==> src/hdl/bbrc_pkg.sv <==
// Shared types and constants for the bit block rotation codec.
`timescale 1ns / 1ps

package bbrc_pkg;

    // Width of the configuration data port (widest register).
    localparam int CFG_W = 7;

    // Block size after reset.
    localparam logic [CFG_W-1:0] BLOCK_SIZE_RESET = 7'd8;

    // Configuration register indexes.
    typedef enum logic [0:0] {
        REG_BLOCK_SIZE  = 1'b0,
        REG_DECODE_MODE = 1'b1
    } cfg_reg_t;

    // Input beat.
    typedef struct packed {
        logic [7:0] data_byte;
        logic       last_byte;
    } in_beat_t;

    // Output beat.
    typedef struct packed {
        logic [7:0] out_byte;
        logic       out_last;
    } out_beat_t;

    // Configuration as seen by the back end.
    typedef struct packed {
        logic [CFG_W-1:0] block_size;
        logic             decode_mode;
    } cfg_t;

    // Back end sequencer states.
    typedef enum logic [2:0] {
        ST_CHUNK = 3'b001,
        ST_ROT   = 3'b010,
        ST_EMIT  = 3'b100
    } back_state_t;

    // Status of the back end, watched at the top level.
    typedef struct packed {
        logic emit_fire;
        logic emit_last;
        logic closing;
        logic block_empty;
        logic pend_empty;
    } back_stat_t;

endpackage

==> src/hdl/bbrc_front.sv <==
// Front end: accepts input beats into a two-entry queue for the back end.
`timescale 1ns / 1ps

module bbrc_front (
    input  logic               clk,
    input  logic               rst_n,
    input  logic               in_valid,
    output logic               in_ready,
    input  bbrc_pkg::in_beat_t in_data,
    output logic               q_valid,
    input  logic               q_ready,
    output bbrc_pkg::in_beat_t q_data
);
    import bbrc_pkg::*;

    in_beat_t    mem_reg [2];
    logic        wr_ptr_reg;
    logic        rd_ptr_reg;
    logic [1:0]  count_reg;
    logic        push;
    logic        pop;

    // Handshake on both sides of the queue.
    assign in_ready = (count_reg != 2'd2);
    assign q_valid  = (count_reg != 2'd0);
    assign q_data   = mem_reg[rd_ptr_reg];
    assign push     = in_valid && in_ready;
    assign pop      = q_valid && q_ready;

    // Queue storage.
    always_ff @(posedge clk)
    begin
        if (push)
        begin
            mem_reg[wr_ptr_reg] <= in_data;
        end
    end

    // Pointers and fill count.
    always_ff @(posedge clk or negedge rst_n)
    begin
        if (!rst_n)
        begin
            wr_ptr_reg <= 1'b0;
            rd_ptr_reg <= 1'b0;
            count_reg  <= 2'd0;
        end
        else
        begin
            if (push)
            begin
                wr_ptr_reg <= !wr_ptr_reg;
            end
            if (pop)
            begin
                rd_ptr_reg <= !rd_ptr_reg;
            end
            if (push && !pop)
            begin
                count_reg <= count_reg + 2'd1;
            end
            else if (pop && !push)
            begin
                count_reg <= count_reg - 2'd1;
            end
        end
    end

endmodule

==> src/hdl/bbrc_back.sv <==
// Back end: fills blocks, rotates closed blocks and packs the bits into output bytes.
`timescale 1ns / 1ps

module bbrc_back #(
    parameter int MAX_BLOCK_BITS = 64
) (
    input  logic                 clk,
    input  logic                 rst_n,
    input  bbrc_pkg::cfg_t       cfg,
    input  logic                 q_valid,
    output logic                 q_ready,
    input  bbrc_pkg::in_beat_t   q_data,
    output logic                 out_valid,
    input  logic                 out_ready,
    output bbrc_pkg::out_beat_t  out_data,
    output bbrc_pkg::back_stat_t stat
);
    import bbrc_pkg::*;

    localparam int BW = MAX_BLOCK_BITS;
    localparam int FW = $clog2(BW + 1);
    localparam int EW = BW + 8;
    localparam int TW = $clog2(EW);

    back_state_t   state_reg, state_next;
    logic [BW-1:0] blk_reg, blk_next;
    logic [FW-1:0] fill_reg, fill_next;
    logic [7:0]    cur_reg, cur_next;
    logic [3:0]    cnt_reg, cnt_next;
    logic          last_reg, last_next;
    logic          final_reg, final_next;
    logic [EW-1:0] emit_reg, emit_next;
    logic [TW-1:0] total_reg, total_next;
    logic [7:0]    pend_reg, pend_next;
    logic [2:0]    pcnt_reg, pcnt_next;
    logic          ovalid_reg, ovalid_next;
    out_beat_t     obeat_reg, obeat_next;

    logic [FW-1:0] size_eff;
    logic          use_head;
    logic [7:0]    w_byte;
    logic [3:0]    w_cnt;
    logic          w_last;
    logic          have;
    logic [FW-1:0] room;
    logic [3:0]    take;
    logic [7:0]    kbits;
    logic [EW-1:0] ins_wide;
    logic [BW-1:0] blk_ins;
    logic [FW-1:0] fill_ins;
    logic [3:0]    cnt_ins;
    logic          close_ins;
    logic          final_ins;
    logic [FW-1:0] pos;
    logic [BW-1:0] last_mask;
    logic          last_bit;
    logic [BW-1:0] rot_dec;
    logic [BW-1:0] rot_enc;
    logic [BW-1:0] rot;
    logic [EW-1:0] merged;
    logic [TW-1:0] total_rot;
    logic [EW-1:0] emit_shift;
    logic [TW-1:0] total_dec;
    logic          slot_free;
    logic          emit_fire;
    logic          emit_last;

    // Block size in force, clamped to 1..BW.
    always_comb
    begin
        if (cfg.block_size == '0)
        begin
            size_eff = FW'(1);
        end
        else if (int'(cfg.block_size) > BW)
        begin
            size_eff = FW'(BW);
        end
        else
        begin
            size_eff = FW'(cfg.block_size);
        end
    end

    // Working byte: the queue head when the previous byte is used up.
    assign use_head = (cnt_reg == 4'd0);
    assign w_byte   = use_head ? q_data.data_byte : cur_reg;
    assign w_cnt    = use_head ? 4'd8 : cnt_reg;
    assign w_last   = use_head ? q_data.last_byte : last_reg;
    assign have     = !use_head || q_valid;
    assign q_ready  = (state_reg == ST_CHUNK) && use_head;

    // Take as many bits as fit before the block closes, at least one.
    always_comb
    begin
        if (fill_reg < size_eff)
        begin
            room = size_eff - fill_reg;
        end
        else
        begin
            room = FW'(1);
        end
        if (int'(room) < int'(w_cnt))
        begin
            take = 4'(room);
        end
        else
        begin
            take = w_cnt;
        end
    end

    // Append the chunk below the bits already in the block.
    assign kbits     = w_byte & ~(8'hFF >> take);
    assign ins_wide  = {kbits, {BW{1'b0}}} >> fill_reg;
    assign blk_ins   = blk_reg | ins_wide[EW-1:8];
    assign fill_ins  = fill_reg + FW'(take);
    assign cnt_ins   = w_cnt - take;
    assign final_ins = (cnt_ins == 4'd0) && w_last;
    assign close_ins = (fill_ins >= size_eff) || final_ins;

    // Rotate the closed block; its bits sit at the top of the register.
    assign pos       = FW'(BW) - fill_reg;
    assign last_mask = BW'(1) << pos;
    assign last_bit  = |(blk_reg & last_mask);
    assign rot_dec   = (blk_reg << 1) | (blk_reg[BW-1] ? last_mask : '0);
    assign rot_enc   = ((blk_reg & ~last_mask) >> 1) | (BW'(last_bit) << (BW - 1));
    assign rot       = cfg.decode_mode ? rot_dec : rot_enc;

    // Join the pending bits and the rotated block, first bit highest.
    assign merged    = {pend_reg, {BW{1'b0}}} | ({rot, 8'b0} >> pcnt_reg);
    assign total_rot = TW'(pcnt_reg) + TW'(fill_reg);

    assign emit_shift = emit_reg << 8;
    assign total_dec  = total_reg - TW'(8);
    assign slot_free  = !ovalid_reg || out_ready;

    // Sequencer.
    always_comb
    begin
        state_next  = state_reg;
        blk_next    = blk_reg;
        fill_next   = fill_reg;
        cur_next    = cur_reg;
        cnt_next    = cnt_reg;
        last_next   = last_reg;
        final_next  = final_reg;
        emit_next   = emit_reg;
        total_next  = total_reg;
        pend_next   = pend_reg;
        pcnt_next   = pcnt_reg;
        ovalid_next = ovalid_reg;
        obeat_next  = obeat_reg;
        emit_fire   = 1'b0;
        emit_last   = 1'b0;

        unique case (state_reg)
            ST_CHUNK:
            begin
                if (have)
                begin
                    blk_next  = blk_ins;
                    fill_next = fill_ins;
                    cur_next  = w_byte << take;
                    cnt_next  = cnt_ins;
                    last_next = w_last;
                    if (close_ins)
                    begin
                        final_next = final_ins;
                        state_next = ST_ROT;
                    end
                end
            end
            ST_ROT:
            begin
                blk_next  = '0;
                fill_next = '0;
                if (total_rot >= TW'(8))
                begin
                    emit_next  = merged;
                    total_next = total_rot;
                    state_next = ST_EMIT;
                end
                else
                begin
                    pend_next  = final_reg ? 8'd0 : merged[EW-1 -: 8];
                    pcnt_next  = final_reg ? 3'd0 : total_rot[2:0];
                    state_next = ST_CHUNK;
                end
            end
            ST_EMIT:
            begin
                if (slot_free)
                begin
                    emit_fire  = 1'b1;
                    emit_last  = final_reg && (total_dec == '0);
                    emit_next  = emit_shift;
                    total_next = total_dec;
                    if (total_dec < TW'(8))
                    begin
                        pend_next  = final_reg ? 8'd0 : emit_shift[EW-1 -: 8];
                        pcnt_next  = final_reg ? 3'd0 : total_dec[2:0];
                        state_next = ST_CHUNK;
                    end
                end
            end
            default:
            begin
                state_next = ST_CHUNK;
            end
        endcase

        // Output register: load a new beat or drop the one taken.
        if (emit_fire)
        begin
            ovalid_next         = 1'b1;
            obeat_next.out_byte = emit_reg[EW-1 -: 8];
            obeat_next.out_last = emit_last;
        end
        else if (out_ready)
        begin
            ovalid_next = 1'b0;
        end
    end

    // Control state.
    always_ff @(posedge clk or negedge rst_n)
    begin
        if (!rst_n)
        begin
            state_reg  <= ST_CHUNK;
            blk_reg    <= '0;
            fill_reg   <= '0;
            cnt_reg    <= 4'd0;
            last_reg   <= 1'b0;
            final_reg  <= 1'b0;
            total_reg  <= '0;
            pend_reg   <= 8'd0;
            pcnt_reg   <= 3'd0;
            ovalid_reg <= 1'b0;
        end
        else
        begin
            state_reg  <= state_next;
            blk_reg    <= blk_next;
            fill_reg   <= fill_next;
            cnt_reg    <= cnt_next;
            last_reg   <= last_next;
            final_reg  <= final_next;
            total_reg  <= total_next;
            pend_reg   <= pend_next;
            pcnt_reg   <= pcnt_next;
            ovalid_reg <= ovalid_next;
        end
    end

    // Payload registers.
    always_ff @(posedge clk)
    begin
        cur_reg   <= cur_next;
        emit_reg  <= emit_next;
        obeat_reg <= obeat_next;
    end

    assign out_valid = ovalid_reg;
    assign out_data  = obeat_reg;

    assign stat.emit_fire   = emit_fire;
    assign stat.emit_last   = emit_last;
    assign stat.closing     = (state_reg == ST_ROT);
    assign stat.block_empty = (fill_reg == '0);
    assign stat.pend_empty  = (pcnt_reg == 3'd0);

endmodule

==> src/hdl/bit_block_rotation_codec.sv <==
// Top level of the bit block rotation codec: configuration registers, front and back end.
//
// Usage: bytes enter on in_valid/in_ready/in_data, most significant bit first; a
// beat with last_byte set ends the stream and flushes the open partial block.
// Coded bytes leave on out_valid/out_ready/out_data, and the final byte of a
// stream carries out_last. Each block of block_size bits (1..MAX_BLOCK_BITS) is
// rotated right by one bit (decode_mode 0) or left by one bit (decode_mode 1).
// Registers are to be written by the user through cfg_we/cfg_index/cfg_data only while
// the block is idle; the block itself does not enforce this.
// Sequencing: for each byte the back end appends the bits that fit in the open
// block (ST_CHUNK); a block end adds a rotation step (ST_ROT), an emit step for
// each output byte formed (ST_EMIT), and another chunk step when bits of the
// byte remain after it. The back end sequencer paces the input; a two-entry
// input queue keeps taking beats while it works.
// Reset: block_size returns to 8, decode_mode to encode, and all open block and
// pending bits are cleared. No clearing pass is needed.
// Stall: when out_ready is low the output beat holds, the back end waits, and the
// input queue fills and then drops in_ready.
`timescale 1ns / 1ps

module bit_block_rotation_codec #(
    parameter int MAX_BLOCK_BITS = 64
) (
    input  logic                          clk,
    input  logic                          rst_n,
    input  logic                          in_valid,
    output logic                          in_ready,
    input  bbrc_pkg::in_beat_t            in_data,
    output logic                          out_valid,
    input  logic                          out_ready,
    output bbrc_pkg::out_beat_t           out_data,
    input  logic                          cfg_we,
    input  logic [0:0]                    cfg_index,
    input  logic [bbrc_pkg::CFG_W-1:0]    cfg_data
);
    import bbrc_pkg::*;

    logic [CFG_W-1:0] block_size_reg;
    logic             decode_mode_reg;
    cfg_t             cfg;
    logic             q_valid;
    logic             q_ready;
    in_beat_t         q_data;
    back_stat_t       back_stat;

    // Configuration registers.
    always_ff @(posedge clk or negedge rst_n)
    begin
        if (!rst_n)
        begin
            block_size_reg  <= BLOCK_SIZE_RESET;
            decode_mode_reg <= 1'b0;
        end
        else if (cfg_we)
        begin
            unique case (cfg_reg_t'(cfg_index))
                REG_BLOCK_SIZE:  block_size_reg  <= cfg_data;
                REG_DECODE_MODE: decode_mode_reg <= cfg_data[0];
            endcase
        end
    end

    assign cfg.block_size  = block_size_reg;
    assign cfg.decode_mode = decode_mode_reg;

    // Input queue.
    bbrc_front u_front (
        .clk      (clk),
        .rst_n    (rst_n),
        .in_valid (in_valid),
        .in_ready (in_ready),
        .in_data  (in_data),
        .q_valid  (q_valid),
        .q_ready  (q_ready),
        .q_data   (q_data)
    );

    // Block assembly, rotation and byte packing.
    bbrc_back #(
        .MAX_BLOCK_BITS (MAX_BLOCK_BITS)
    ) u_back (
        .clk       (clk),
        .rst_n     (rst_n),
        .cfg       (cfg),
        .q_valid   (q_valid),
        .q_ready   (q_ready),
        .q_data    (q_data),
        .out_valid (out_valid),
        .out_ready (out_ready),
        .out_data  (out_data),
        .stat      (back_stat)
    );

`ifndef SYNTHESIS
    // The back end never overwrites an output beat that is still stalled.
    a_no_overwrite: assert property (@(posedge clk) disable iff (!rst_n)
        back_stat.emit_fire |-> (!out_valid || out_ready))
        else $error("output beat overwritten while stalled");

    // A block only closes when it holds at least one bit.
    a_close_nonempty: assert property (@(posedge clk) disable iff (!rst_n)
        back_stat.closing |-> !back_stat.block_empty)
        else $error("empty block closed");

    // After the final byte of a stream no pending bits remain.
    a_flush_clean: assert property (@(posedge clk) disable iff (!rst_n)
        back_stat.emit_fire && back_stat.emit_last |=> back_stat.pend_empty)
        else $error("pending bits left after end of stream");
`endif

endmodule

==> config.mk <==
export PLATFORM = sky130hd
export DESIGN_NAME = bit_block_rotation_codec
export DESIGN_NICKNAME = d
export VERILOG_FILES = /design/src/hdl/bbrc_pkg.sv /design/src/hdl/bbrc_front.sv /design/src/hdl/bbrc_back.sv /design/src/hdl/bit_block_rotation_codec.sv
export SDC_FILE = /design/constraint.sdc
export NUM_CORES = 1
export LEC_CHECK = 0
export BUFFER_PORTS_ARGS = -buffer_cell sky130_fd_sc_hd__buf_2
export CORE_MARGIN = 1
export CORE_UTILIZATION = 25
export CTS_CLUSTER_DIAMETER = 60
export CTS_CLUSTER_SIZE = 30
export DETAILED_ROUTE_END_ITERATION = 10
export SLEW_MARGIN = 20
export SYNTH_ARGS = -nofsm -noshare
export SYNTH_HDL_FRONTEND = slang
export SYNTH_SLANG_ARGS = --single-unit
export TNS_END_PERCENT = 1
==> constraint.sdc <==
create_clock -name clk -period 9.85 [get_ports clk]
set_input_delay 0 -clock clk [delete_from_list [all_inputs] [get_ports clk]]
set_output_delay 0 -clock clk [all_outputs]
set_load 0.1 [all_outputs]
Word level (Yosys, flattened, before mapping)
Memories as Yosys holds them, arrays and structs flattened.
Index checks and enable logic that the tools add are counted.
Word-level totals
  register bits: 200
  latch bits: 0
  memory bits (writable): 18
  bits in read-only memories: 0
  input port bits: 22
  output and inout port bits: 11
  logic and storage cells: 139
  memories kept: 1
Cells by class
  add/subtract/negate cells: 8
  $mul: 0
  divide/modulo/power cells: 0
  $lt $le $gt $ge: 6
  equality and inequality tests: 10
  shifts and indexed selects: 5
  muxes and demuxes: 45
  bitwise gates (word level): 10
  reductions and logical operators: 35
Memory list
  u_front.mem_reg: depth 2, bits a word 9, rd ports 1, clocked after Yosys merged registers in 0, write ports 1, RTL line bbrc_front.sv:16  | in_beat_t mem_reg [2];
Operators by type and width (count)
  $mux 64: 3
  $mux 72: 2
  $pmux 72 s2: 1
  $and 64x64->64: 2
  $or 64x64->64: 2
  $pmux 64 s2: 1
  $or 72x72->72: 1
  $shr 72x3->72: 1
  $shr 72x7->72: 1
  $not 64->64: 1
  $or 63x64->64: 1
  $reduce_or 64->1: 1
  $shl 1x7->64 const A: 1
  $mux 8: 6
  $mux 7: 6
  $mux 3: 10
  $pmux 7 s2: 2
  $pmux 8 s2: 1
  $logic_not 7->1: 2
  $ne 2x1->1 const B: 5
  $reduce_and 2->1: 5
  $reduce_bool 2->1: 5
  $pmux 3 s3: 1
  $and 8x8->8: 1
  other kinds (32): 57

Longest topological paths before layout
Gate-level depths: netlist of run 1.
  word-level depth: 14
  gate-level depth with buffers: 33
  mapped depth without buffers: 30

Cells and area by module
Synthesis of run 1 repeated with hierarchy kept, for this count alone.
Second synthesis, totals
  cells, all modules: 1829
  area, all modules: 16188.0 µm²
Modules (own cells, without submodules)
  bbrc_back: instances 1, cells an instance 1764, area each 14980.6 µm², sequential area each 5121.2 µm²
  bbrc_front: instances 1, cells an instance 46, area each 860.8 µm², sequential area each 640.6 µm²
  bit_block_rotation_codec: instances 1, cells an instance 19, area each 346.6 µm², sequential area each 201.4 µm²

Worst setup path after synthesis of run 1
No wires, ideal clock.
  path type: register to register
  start point: reg u_back.fill_reg[2]
  end point: reg u_back.state_reg[0]
  library setup time: 0.068 ns
  arrival time: 6.729 ns
  required time: 9.782 ns
  path slack: 3.053 ns
  stages on the path, launching flop included: 33
  buffers on the path: 5
  clock period less this slack: 6.797 ns
  cells stage by stage: dfrtp_1 -> buf_2 -> buf_2 -> inv_1 -> clkbuf_1 -> ha_1 -> a21oi_1 -> nand2_1 -> a31o_2 -> and2_1 -> buf_2 -> nand2_1 -> inv_1 -> ha_1 -> o211ai_1 -> a21oi_1 -> or4_4 -> nor4_4 -> o2bb2ai_1 -> nand2_2 -> a21oi_2 -> buf_6 -> ha_1 -> fa_1 -> ha_1 -> a21o_1 -> a21oi_1 -> o21ai_0 -> a21o_1 -> a21o_1 -> a21oi_1 -> a21oi_1 -> nor2_1
On the way
  word-level cells in the longest chain between the ends: 10
  elaborated cells between the ends (all ways): 17
  those cells by class: 4 x add/sub; 4 x order compare; 1 x eq/ne; 4 x mux; 4 x reduce/logical
RTL lines
  start: declaration: RTL line bbrc_back.sv:27  | logic [FW-1:0] fill_reg, fill_next;
  start signal: assignment: RTL line bbrc_back.sv:247  | fill_reg <= fill_next;
  branches (longest 10 deep; another with $sub 7x7->7)
  end signal: assignment: RTL line bbrc_back.sv:245  | state_reg <= state_next;
  end: declaration: RTL line bbrc_back.sv:25  | back_state_t state_reg, state_next;
Parallel ways; which one is timed is not known.
A chain may end at the register's enable or synchronous reset.

Worst setup path in the final report of run 1
  start point: reg u_back.fill_reg[5]
  end point: reg u_back.state_reg[0]
Same word-level chain as after synthesis.

==> results of run 1 <==
[layout make-up]
cell class | instances | area, µm²
clock buffer | 25 | 603
fill | 6631 | 44000
sequential | 217 | 5970
inverter | 43 | 161
timing repair buffer | 99 | 736
tap | 837 | 1050
clock inverter | 15 | 185
multi-input combinational | 1412 | 8980
[per-stage QoR]
step | utilization | total power (µW)
floorplan | - | 4770
global placement | 0.269 | 6200
detailed placement | 0.269 | 6250
CTS | 0.287 | 7190
global route | 0.287 | 7710
finish | 0.287 | 7290
[logic make-up (layout without fill, tap and decap cells)]
family | count (synthesis) | count (layout) | synth area share
AO/OA/AOI/OAI | 650 | 650 | 0.265
XOR/XNOR | 22 | 22 | 0.0128
adder cells (fa/ha/maj) | 33 | 33 | 0.0282
buffers and inverters | 178 | 182 | 0.0453
flip-flops | 217 | 217 | 0.382
multiplexers | 148 | 148 | 0.102
AND/OR/NAND/NOR | 559 | 559 | 0.165
[timing repair]
action	in CTS	in global routing
hold endpoints to repair	76	0
setup endpoints to repair	0	0
hold buffers	28	0
setup buffers	0	0
[cells in the mapped netlist (9+ instances only)]
library cell	number	area, µm²
a21oi_1	146	731
o21a_1	16	120
xnor2_1	17	149
a22o_1	11	96.3
and2_1	14	87.6
buf_2	20	100
o31ai_1	13	97.6
inv_1	36	135
a31oi_1	27	169
a21o_1	27	203
a32o_1	9	90.1
a22oi_1	28	210
dfrtp_1	109	2730
nand2b_1	14	87.6
nand3_1	34	170
mux2i_1	95	951
nor2_1	186	698
ha_1	28	350
edfxtp_1	106	3180
nand2_1	186	698
nor3_1	43	215
o21ai_0	183	916
mux2_2	48	541
nor2b_1	11	68.8
o22ai_1	35	219
a211oi_1	25	188
buf_1	11	41.3
o211ai_1	14	105
o21ai_1	20	100
clkbuf_1	101	379
[power by group through the flow]
| stage | Clock [µW] | Sequential (µW) | Combinational [µW] |
|---|---|---|---|
| final | 921 | 1690 | 4680 |
| after global routing | 968 | 1700 | 5050 |
| after CTS | 939 | 1660 | 4600 |
| after detailed placement | 0 | 1680 | 4570 |
| after global placement | 0 | 1680 | 4520 |
| after floorplan | 0 | 1490 | 3290 |
[worst max-delay path: stages, from the launching register on]
cell and delay, ns:
dfrtp_1 0.91, clkinv_1 0.55, ha_1 0.56, o21a_1 0.14, nor2_1 0.04, a21oi_1 0.25, and2_1 0.48, nand2_1 0.35
inv_1 0.15, ha_1 0.25, o211ai_1 0.10, a21oi_1 0.06, or4_4 0.54, nor4_4 0.41, o2bb2ai_1 0.31, nand2_2 0.23
a21oi_2 0.70, ha_1 0.33, fa_1 0.47, ha_1 0.32, a21o_1 0.17, a21oi_1 0.13, o21ai_0 0.12, a21o_1 0.19
a21o_1 0.18, a21oi_1 0.28, a21oi_1 0.14, nor2_1 0.13
[how the worst max path moves through the flow]
stage | endpoint | depth (start not counted) | slack, ns | from
2_1_floorplan | u_back.state_reg[0] | 32 | 3.05 | u_back.fill_reg[2]
5_1_grt | u_back.state_reg[0] | 27 | 0.87 | u_back.fill_reg[5]
6_report | u_back.state_reg[0] | 27 | 1.29 | u_back.fill_reg[5]
4_1_cts | u_back.state_reg[0] | 27 | 1.45 | u_back.fill_reg[5]
3_5_place_dp | u_back.state_reg[0] | 27 | 1.49 | u_back.fill_reg[5]
3_3_place_gp | u_back.state_reg[0] | 27 | 1.75 | u_back.fill_reg[5]
[metal layers]
| layer | up-vias | part of all wire | track usage | wire length (µm) |
|---|---|---|---|---|
| met5 | - | 0 | 0 | 0 |
| met4 | 0 | 0.038 | 0.0696 | 2410 |
| met3 | 146 | 0.074 | 0.0292 | 4640 |
| met2 | 666 | 0.44 | 0.298 | 27500 |
| met1 | 7295 | 0.45 | 0.276 | 28500 |
| li1 | 6702 | - | - | - |
==> impl_metrics.json, run 1 <==
{
  "setup_ws_ns": 1.29,
  "routed_via_density": 5.59,
  "dp_slack_ns": 1.49,
  "layout-drive-gt1-share": 0.123,
  "synth_seq_cells": 217,
  "grt.overflow.total": 0,
  "r2r_slack_ns": 1.29,
  "n_antenna_cell": 0,
  "p_seq_frac": 0.232,
  "fin_skew_ns": 0.0185,
  "dieArea_um2": 63500,
  "ir_drop_uv": 175,
  "num_rows": 91,
  "ios": 33,
  "status": "completed",
  "r2r-end": "u_back.state_reg[0]",
  "max_freq_mhz": 117,
  "largest_reg_flops": 71,
  "power_frac_clock": 0.126,
  "cts_resized": 0,
  "relSlewSlack": 0.286,
  "cts_tree": "done",
  "worstSkewPairLatency_ns": 0.55,
  "grt_pass1_wl_um": 94500,
  "synth_edf_count": 106,
  "path_max_fanout": 24,
  "hold_slack_ns": 0.0252,
  "syn_nets": 1861,
  "yosysWarningCount": 0,
  "place_area_um2": 16600,
  "postRouteAntennaNets": 0,
  "start_util": 0.253,
  "core_region_area_um2": 61700,
  "clk_pin_slew_worst_paths_ns": 0.07,
  "grt_pass1_vias": 14300,
  "root_buffer": "clkbuf_16",
  "synth_area_um2": 15600,
  "comb_power_share": 0.642,
  "drt_iter0_drc": 1553,
  "htreeDepth": 1,
  "setup_tns_ns": 0,
  "fin_area_um2": 17700,
  "min_period_over_period": 0.869,
  "track_usage": 0.195,
  "grt_max_degree": 72,
  "die_x_um": 252,
  "vias": 14800,
  "required_ns": 10.32,
  "cts_buffer_depth": 3,
  "period_needed_ns": 8.56,
  "p_switching_uw": 3900,
  "yosysUniqueCellTypes": 96,
  "critPathKind": "reg -> reg",
  "mostFrequentLayoutCell": "nor2_1",
  "drt_first_pass_iters": 6,
  "rr_worst_depth": 27,
  "cts_inserted_buffers": 22,
  "dp.cells": 2580,
  "drv_cap": 0,
  "syn_to_final_growth_pct": 13.2,
  "startpoint_type": "register",
  "cts.sinks": 217,
  "syn_avg_cell_area_um2": 8.65,
  "async_reset_ff_frac": 0.512,
  "hold_viol": 0,
  "drc_errors": 0,
  "p_int_uw": 3380,
  "die_y_um": 252,
  "synth_ff_type": "dfrtp_1",
  "powerDensity_nw_per_um2": 412,
  "cp.arrival_ns": 9.03,
  "dp_hpwl_um": 46300,
  "swShare": 0.536,
  "finalSetupViolCount": 0,
  "maxSlewViolCount": 0,
  "critPathCaptureType": "register",
  "timing.rr.start": "u_back.fill_reg[5]",
  "place.gp.congestion": 1.01,
  "stdcell_count": 2648,
  "worst_slew_pin_slew_ns": 1.07,
  "rsz0062_at_grt": "false",
  "layout_common_cells": "186 x nor2_1, 184 x nand2_1, 183 x o21ai_0",
  "antenna_found_initial": 0,
  "syn_inst": 1807,
  "final_nets": 1849,
  "p_leak_uw": 0.00676,
  "io_buffers": 32,
  "post_drt_wl_per_cell_um": 23.8,
  "hold_class": "in -> async",
  "yosysSeqAreaShare": 0.382,
  "wirelength_um": 63100
}
(Power assumes the default switching activity.)
==> run 2: changes to the inputs <==
Settings changed: CORE_UTILIZATION 25 to 60, PLACE_DENSITY set to 0.77, SLEW_MARGIN 20 to 25.
==> run 2 against run 1 <==
  * Core utilization increased by 39 points
  * Fmax increased by 3.0%
  * Flip-flop and latch count unchanged
  * Cell count fell by 19%
  * Routed wire length fell by 3.8%
  * Worst setup slack better by 0.25 ns
  * Register-to-register slack better by 0.25 ns
  * Combinational power is 0.9% higher
  * Via count up 7.5%
  * Die area down 58%
==> impl_metrics.json, run 2 (synthesis gave the netlist of run 1 again) <==
{
  "status": "completed",
  "worstSkewPairLatency_ns": 0.54,
  "die_y_um": 163,
  "p_seq_frac": 0.234,
  "worst_slew_pin_slew_ns": 1.14,
  "track_usage": 0.452,
  "fin_skew_ns": 0.0297,
  "max_freq_mhz": 120,
  "maxSlewViolCount": 0,
  "start_util": 0.617,
  "num_rows": 58,
  "required_ns": 10.31,
  "stdcell_count": 2135,
  "wirelength_um": 60700,
  "grt_pass1_vias": 14900,
  "post_drt_wl_per_cell_um": 28.4,
  "crit_slowest_cell": "dfrtp_1",
  "slowest_delay_ns": 0.87,
  "grt.overflow.total": 0,
  "p_switching_uw": 3950,
  "period_needed_ns": 8.31,
  "ir_drop_uv": 319,
  "largest_reg_flops": 71,
  "grt_max_degree": 81,
  "postCtsSetupRepairBufs": 0,
  "clk_pin_slew_worst_paths_ns": 0.09,
  "routed_via_density": 7.46,
  "cts_buffer_depth": 3,
  "dieArea_um2": 26700,
  "hold_viol": 0,
  "layout-drive-gt1-share": 0.120,
  "cts.sinks": 217,
  "ios": 33,
  "finalPower_uw": 7340,
  "crit_path_start": "u_back.fill_reg[5]",
  "dp.cells": 2070,
  "startpoint_type": "register",
  "hold_class": "in -> async",
  "drc_errors": 0,
  "finalSetupViolCount": 0,
  "critical_path_buf_inv_count": 2,
  "cts_resized": 0,
  "timing.rr.start": "u_back.fill_reg[5]",
  "swShare": 0.538,
  "root_buffer": "clkbuf_16",
  "antenna_found_initial": 0,
  "powerDensity_nw_per_um2": 431,
  "cts_inserted_buffers": 20,
  "cts_tree": "done",
  "place.gp.congestion": 1.11,
  "crit_top_cell": "a21oi_1",
  "path_max_fanout": 24,
  "htreeDepth": 1,
  "setup_tns_ns": 0,
  "min_period_over_period": 0.844,
  "drt_iter0_drc": 2826,
  "layout_common_cells": "185 x nor2_1, 184 x nand2_1, 182 x o21ai_0",
  "grt_pass1_wl_um": 90300,
  "ctsHoldBuffers": 28,
  "io_buffers": 32,
  "drt_first_pass_iters": 7,
  "final_nets": 1844,
  "comb_power_share": 0.643,
  "relSlewSlack": 0.237,
  "rsz0062_at_grt": "false",
  "critPathKind": "reg -> reg",
  "cp.arrival_ns": 8.78,
  "critPathCaptureType": "register",
  "postRouteAntennaNets": 0,
  "die_x_um": 163,
  "core_region_area_um2": 25300,
  "drv_cap": 0,
  "p_int_uw": 3390,
  "mostFrequentLayoutCell": "nor2_1",
  "crit_family": "compound AO/OA/AOI/OAI gates",
  "power_frac_clock": 0.123,
  "vias": 15900,
  "p_leak_uw": 0.00672,
  "syn_to_final_growth_pct": 8.91,
  "dp_hpwl_um": 42600
}
[run 2: power by group through the flow]
stage	Clock, µW	Combinational (µW)	Sequential (µW)
floorplan	0	3290	1490
global placement	0	4350	1670
detailed placement	0	4450	1680
CTS	893	4520	1660
global route	929	4970	1710
finish	904	4720	1720
[run 2: worst reg2reg max path: cells and delay by family, from the launching register on]
family	cells	cell delay, ns
AOI/OAI and AO/OA	13	2.69
adders and majority gates	5	1.92
buffers and inverters	2	0.63
DFF	1	0.87
and+or+nand+nor	7	2.15
[run 2: layout make-up]
| type | instances | area, µm² |
|---|---|---|
| antenna | 1 | 2.50 |
| clock buffer | 21 | 526 |
| clock inverter | 15 | 243 |
| fill | 1924 | 8310 |
| inverter | 43 | 161 |
| multi-input combinational | 1412 | 8990 |
| sequential | 217 | 5970 |
| tap | 330 | 413 |
| timing repair buffer | 96 | 717 |
[run 2: final timing paths]
path                                        to  slack (ns)  depth (start not counted)
hold reg to reg             u_back.out_data[7]        0.42                          0
max in group asynchronous      decode_mode_reg        8.71                          3
min in group clk             block_size_reg[0]        0.10                          3
hold / removal              u_back.pend_reg[3]        0.02                          2
setup reg to reg           u_back.state_reg[0]        1.54                         27
setup / recovery           u_back.state_reg[0]        1.54                         27
[run 2: per-stage QoR]
step                      worst slack [ns]  hold WS, ns  utilization  area, µm²
after floorplan                       3.05       -0.296            -      15600
after global placement                1.94      -0.0185        0.630      16000
after detailed placement              1.77      -0.0206        0.630      16000
after CTS                             1.73       0.0496        0.672      17000
after global routing                  1.15       0.0688        0.672      17000
final                                 1.54       0.0162        0.672      17000
[run 2: metal layers]
metal / share of wire / vias up / global-route usage
li1: - / 6706 / -
met1: 0.38 / 7513 / 0.612
met2: 0.43 / 1405 / 0.672
met3: 0.14 / 293 / 0.107
met4: 0.058 / 0 / 0.233
met5: 0 / - / 0
